<file path="config.mk">
export PLATFORM = sky130hd
export DESIGN_NAME = bba_cfg
export DESIGN_NICKNAME = d
export VERILOG_FILES = /design/src/rtl/block_bitmap_allocator_assert.svh /design/src/rtl/bba_pkg.sv /design/src/rtl/bba_cfg.sv
export SDC_FILE = /design/constraint.sdc
export NUM_CORES = 1
export LEC_CHECK = 0
export BUFFER_PORTS_ARGS = -buffer_cell sky130_fd_sc_hd__buf_2
export CAP_MARGIN = 10
export CORE_MARGIN = 2
export CORE_UTILIZATION = 42
export DETAILED_ROUTE_END_ITERATION = 10
export PLACE_DENSITY = 0.83
export SETUP_SLACK_MARGIN = 0.15
export SLEW_MARGIN = 20
export SYNTH_ARGS = -nofsm -noshare
export SYNTH_HDL_FRONTEND = slang
export SYNTH_SLANG_ARGS = --single-unit
</file>
<file path="constraint.sdc">
create_clock -name clk -period 0.8 [get_ports clk]
set_input_delay 0.12 -clock clk [delete_from_list [all_inputs] [get_ports clk]]
set_output_delay 0.12 -clock clk [all_outputs]
set_load 0.02 [all_outputs]
</file>
<file path="src/rtl/block_bitmap_allocator_assert.svh">
// assertion macros for the block bitmap allocator
// expects clk and arst_n in the scope of the module that uses them
`ifndef BLOCK_BITMAP_ALLOCATOR_ASSERT_SVH
`define BLOCK_BITMAP_ALLOCATOR_ASSERT_SVH

// same-cycle implication, off while reset is asserted
`define BBA_IMPLIES(label, ante, cons, msg) \
	label: assert property (@(posedge clk) disable iff (!arst_n) (ante) |-> (cons)) \
		else $error(msg);

// next-cycle implication, off while reset is asserted
`define BBA_NEXT(label, ante, cons, msg) \
	label: assert property (@(posedge clk) disable iff (!arst_n) (ante) |=> (cons)) \
		else $error(msg);

`endif

</file>
<file path="src/rtl/bba_pkg.sv">
// shared types, codes and helpers for the block bitmap allocator
// no dependencies
`default_nettype none

package bba_pkg;

	// request operation codes
	localparam logic FUNC_MARK = 1'b0;
	localparam logic FUNC_FIND = 1'b1;

	// bitmap byte constants: bit 7 is the lowest block of a byte
	localparam logic [7:0] BIT_LOWEST = 8'h80;
	localparam logic [7:0] BYTE_FULL  = 8'hFF;

	// register file layout
	localparam int CFG_AW = 3;
	localparam logic REG_FIRST_GROUP_BLOCK = 1'b0;
	localparam logic REG_GROUP_COUNT       = 1'b1;
	localparam logic [3:0] GROUP_COUNT_RST = 4'd1;

	typedef enum logic [1:0] {
		STAT_OK    = 2'd0,
		STAT_BELOW = 2'd1,
		STAT_RANGE = 2'd2,
		STAT_NONE  = 2'd3
	} status_t;

	typedef enum logic [2:0] {
		S_CLEAR,
		S_IDLE,
		S_MK_WALK,
		S_MK_MOD,
		S_FIND,
		S_DONE
	} state_t;

	typedef struct packed {
		logic [31:0] first_group_block;
		logic [3:0]  group_count;
	} cfg_t;

	// position of the first clear bit, most significant bit first
	function automatic logic [2:0] first_zero(input logic [7:0] v);
		logic [2:0] idx;
		logic       hit;
		idx = 3'd0;
		hit = 1'b0;
		for (int i = 7; i >= 0; i--) begin
			if (!hit && !v[i]) begin
				idx = 3'(7 - i);
				hit = 1'b1;
			end
		end
		return idx;
	endfunction

endpackage

`default_nettype wire

</file>
<file path="src/rtl/bba_cfg.sv">
// apb register file: base block address and group count
// depends on bba_pkg
`default_nettype none

module bba_cfg (
	input  wire logic                        clk,
	input  wire logic                        arst_n,
	input  wire logic                        psel,
	input  wire logic                        penable,
	input  wire logic                        pwrite,
	input  wire logic [bba_pkg::CFG_AW-1:0]  paddr,
	input  wire logic [31:0]                 pwdata,
	output logic      [31:0]                 prdata,
	output logic                             pready,
	output bba_pkg::cfg_t                    cfg
);

	bba_pkg::cfg_t cfg_q;
	logic          wr_en;

	assign pready = 1'b1;
	assign wr_en  = psel && penable && pwrite;
	assign cfg    = cfg_q;

	// register writes on the access phase
	always_ff @(posedge clk or negedge arst_n) begin
		if (!arst_n) begin
			cfg_q.first_group_block <= 32'd0;
			cfg_q.group_count       <= bba_pkg::GROUP_COUNT_RST;
		end else if (wr_en) begin
			unique case (paddr[2])
				bba_pkg::REG_FIRST_GROUP_BLOCK: cfg_q.first_group_block <= pwdata;
				bba_pkg::REG_GROUP_COUNT:       cfg_q.group_count <= pwdata[3:0];
				default:                        cfg_q <= cfg_q;
			endcase
		end
	end

	// read mux
	always_comb begin
		unique case (paddr[2])
			bba_pkg::REG_FIRST_GROUP_BLOCK: prdata = cfg_q.first_group_block;
			bba_pkg::REG_GROUP_COUNT:       prdata = {28'd0, cfg_q.group_count};
			default:                        prdata = 32'd0;
		endcase
	end

endmodule

`default_nettype wire

</file>
==> summary.md <==
| Metric | Value |
|---|---|
| WP data required | `680 ps` |
| Row Count | `23` |
| Pins Over Slew Limit | `0` |
| Worst Path Arrival | `about 1100 ps` |
| Area Overhead vs Synth | `118%` |
| Largest net degree at the start of global routing | `37` |
| Via count | `1673` |
| Hold Vio Cnt, Final | `0` |
| Root Buffer | `clkbuf_8` |
| Vias in the first global route | `approximately 1.7k` |
| HP Class | `input port to flip-flop` |
| Pwr dens | `roughly 2500 nW/µm²` |
| Synthesized Nets | `154` |
| Die span in x | `just under 70 µm` |
| Iteration-0 DRC Markers | `101` |
| Total wire length | `slightly above 8 mm` |
| Core Footprint | `slightly below 4000 µm²` |
| Clock slew seen by the registers of the worst setup and hold paths | `roughly 80 ps` |
| Final setup vio count | `about 100` |
| Leakage | `around 2 nW` |
| CTS buffer count | `5` |
| First-pass GRT wire length | `8.63 mm` |
| Port buffer count | `roughly 110` |
| Initial antenna violation count | `0` |
| Crit Path Category | `flip-flop to output pin` |
| Die area | `approximately 4600 µm²` |
| RSZ-0062 raised after global routing | `true` |
| Power Total | `around 9.6 mW` |
| CTS tree | `built` |
| CP Launch Type | `flip-flop` |
| Initial Utilization | `43.5%` |
| GRT Util Overall | `between 20% and 30%` |
| # IOs | `109` |
| Fin Clk Skew | `0 ps` |
| Synth Warn # | `0` |
| Clk buf depth | `2` |
| Outcome | `finished, violations left` |
| Crit-path cells | `mux2_4 -> buf_6` |
| DR vias/cell | `between 4 and 5` |
| Clk sinks | `36` |
| Final min period | `1250 ps` |
| MaxCap Viol Count | `0` |
| RePlAce Congestion | `0.797` |
| Dpl hpwl | `3.50 mm` |
| Post-Syn Area per Cell | `roughly 15 µm²` |
| Crit-path max FO | `2` |
| Most frequent cells in the layout | `118 x buf_6, 40 x mux2_4, 37 x buf_2, 30 x dfrtp_1, 28 x nor2b_4` |
| CP max stage delay | `about 410 ps` |
| Fillcell total | `90` |
| Synth cell types | `12` |
| Finished Layout Cells | `337` |
| Gate Count Post-Synth | `~110` |
| Failing checks | `negative setup slack` |
| Clock latency on the worst-skew pair | `280 ps` |
| VDD IR max | `1.76 mV` |
| Htree depth | `2` |
| Remaining Overflow, GRT | `0` |
| Commonest non-fill, non-tap cell in the layout | `buf_6` |
| Largest area contributor in the netlist | `dfrtp_1` |
| Fmax | `803 MHz` |
| Layout net count | `325` |
| Worst path slowest cell | `dfrtp_1` |
| Final Cycle Share | `156%` |
| Antenna-violating nets left | `0` |
| Register area share after synthesis | `between 50% and 60%` |
| CP Capture Type | `output pin` |
| DR pass1 iterations | `4` |
| Largest register FFs | `36` |
| Post-route worst setup slack | `-446 ps` |
| Synth top area share | `between 50% and 60%` |
| Post-Syn Area | `approximately 1700 µm²` |
| Die height | `68.1 µm` |
| Layout cells sized above 1 | `about 90%` |
| #FFs+latches synth | `36` |
| Main area contributors after synthesis | `dfrtp_1 51%, mux2_4 26%, nor2b_1 10%, mux2_2 6.5%, buf_6 2.0%` |
| DR DRC count | `0` |
| DR WL/cell | `~24 µm` |
| DP Cell Count | `~280` |
-- metal layers --
layer,GRT usage (%),part of all wire (%)
met3,4.11,3.3
met5,0,0
met1,27.1,33
met4,9.00,5.3
met2,52.7,58
-- what timing repair did --
action,CTS,global route
hold endpoints to repair,35,0
setup buffers,25,23
hold buffers,1,0
endpoints found under the setup margin,104,104
pin swaps,0,0
gates resized for setup,159,37
-- final timing paths --
check / cells past startpoint / slack (ps) / end / from
worst max-delay path: 2 / -450 / prdata[1] / cfg[5]
worst min-delay path: 2 / 70 / cfg[34] / pwdata[30]
worst max register to register: 4 / -320 / cfg[1] / cfg[1]
worst min register to register: 1 / 600 / cfg[29] / cfg[29]
max in group asynchronous: 3 / 180 / cfg[0] / arst_n
min in group asynchronous: 3 / 360 / cfg[22] / arst_n
-- cell families (layout without fill, tap and decap cells) --
| logic type | after synthesis | after routing | synth area share [%] |
|---|---|---|---|
| other | 1 | 2 | 0.217 |
| AND/OR/NAND/NOR | 30 | 30 | 11.9 |
| multiplexers | 40 | 40 | 32.6 |
| buffers and inverters | 7 | 179 | 3.11 |
| flip-flops | 36 | 36 | 52.2 |
-- cell usage after synthesis --
| cell | count |
|---|---|
| mux2_4 | 30 |
| conb_1 | 1 |
| buf_6 | 3 |
| mux2_2 | 10 |
| buf_4 | 1 |
| buf_2 | 1 |
| nand4b_4 | 1 |
| clkbuf_1 | 2 |
| nor2b_1 | 28 |
| nand4_1 | 1 |
| dfstp_2 | 1 |
| dfrtp_1 | 35 |
-- where the power goes --
part	total (mW)	switching [mW]	internal, mW
registers	2.71	0.465	2.24
clock network	1.46	0.676	0.788
logic	5.39	2.08	3.31
total	9.56	3.22	6.34
-- metrics by stage --
stage                     instance area (µm²)  hold WS [ps]  util [%]  TNS, ps  worst slack, ps
after global placement                   2630          91.2      66.3   -13830             -269
final                                    3770          66.7      94.9   -25000             -446
after CTS                                3450          64.7      87.0   -19550             -400
after floorplan                          1940          -176         -    -4160             -105
after detailed placement                 2630          96.6      66.3   -15150             -295
after global routing                     3760          60.9      94.8   -26950             -452
-- cell type report --
class                      count  area (µm²)  share of cell area, %
tap                           50        62.6                   1.66
multi-input combinational     71        1020                   27.1
sequential                    36         908                   24.1
timing repair buffer         171        1670                   44.4
antenna                        1        2.50                 0.0664
clock buffer                   8         100                   2.66
-- worst max-delay path: cells and delay by family, from the launching register on --
family | cells | cell delay, ps
buf+inv | 1 | 140
mux | 1 | 300
flops | 1 | 410
No activity file was read; power rests on OpenSTA's default activity.
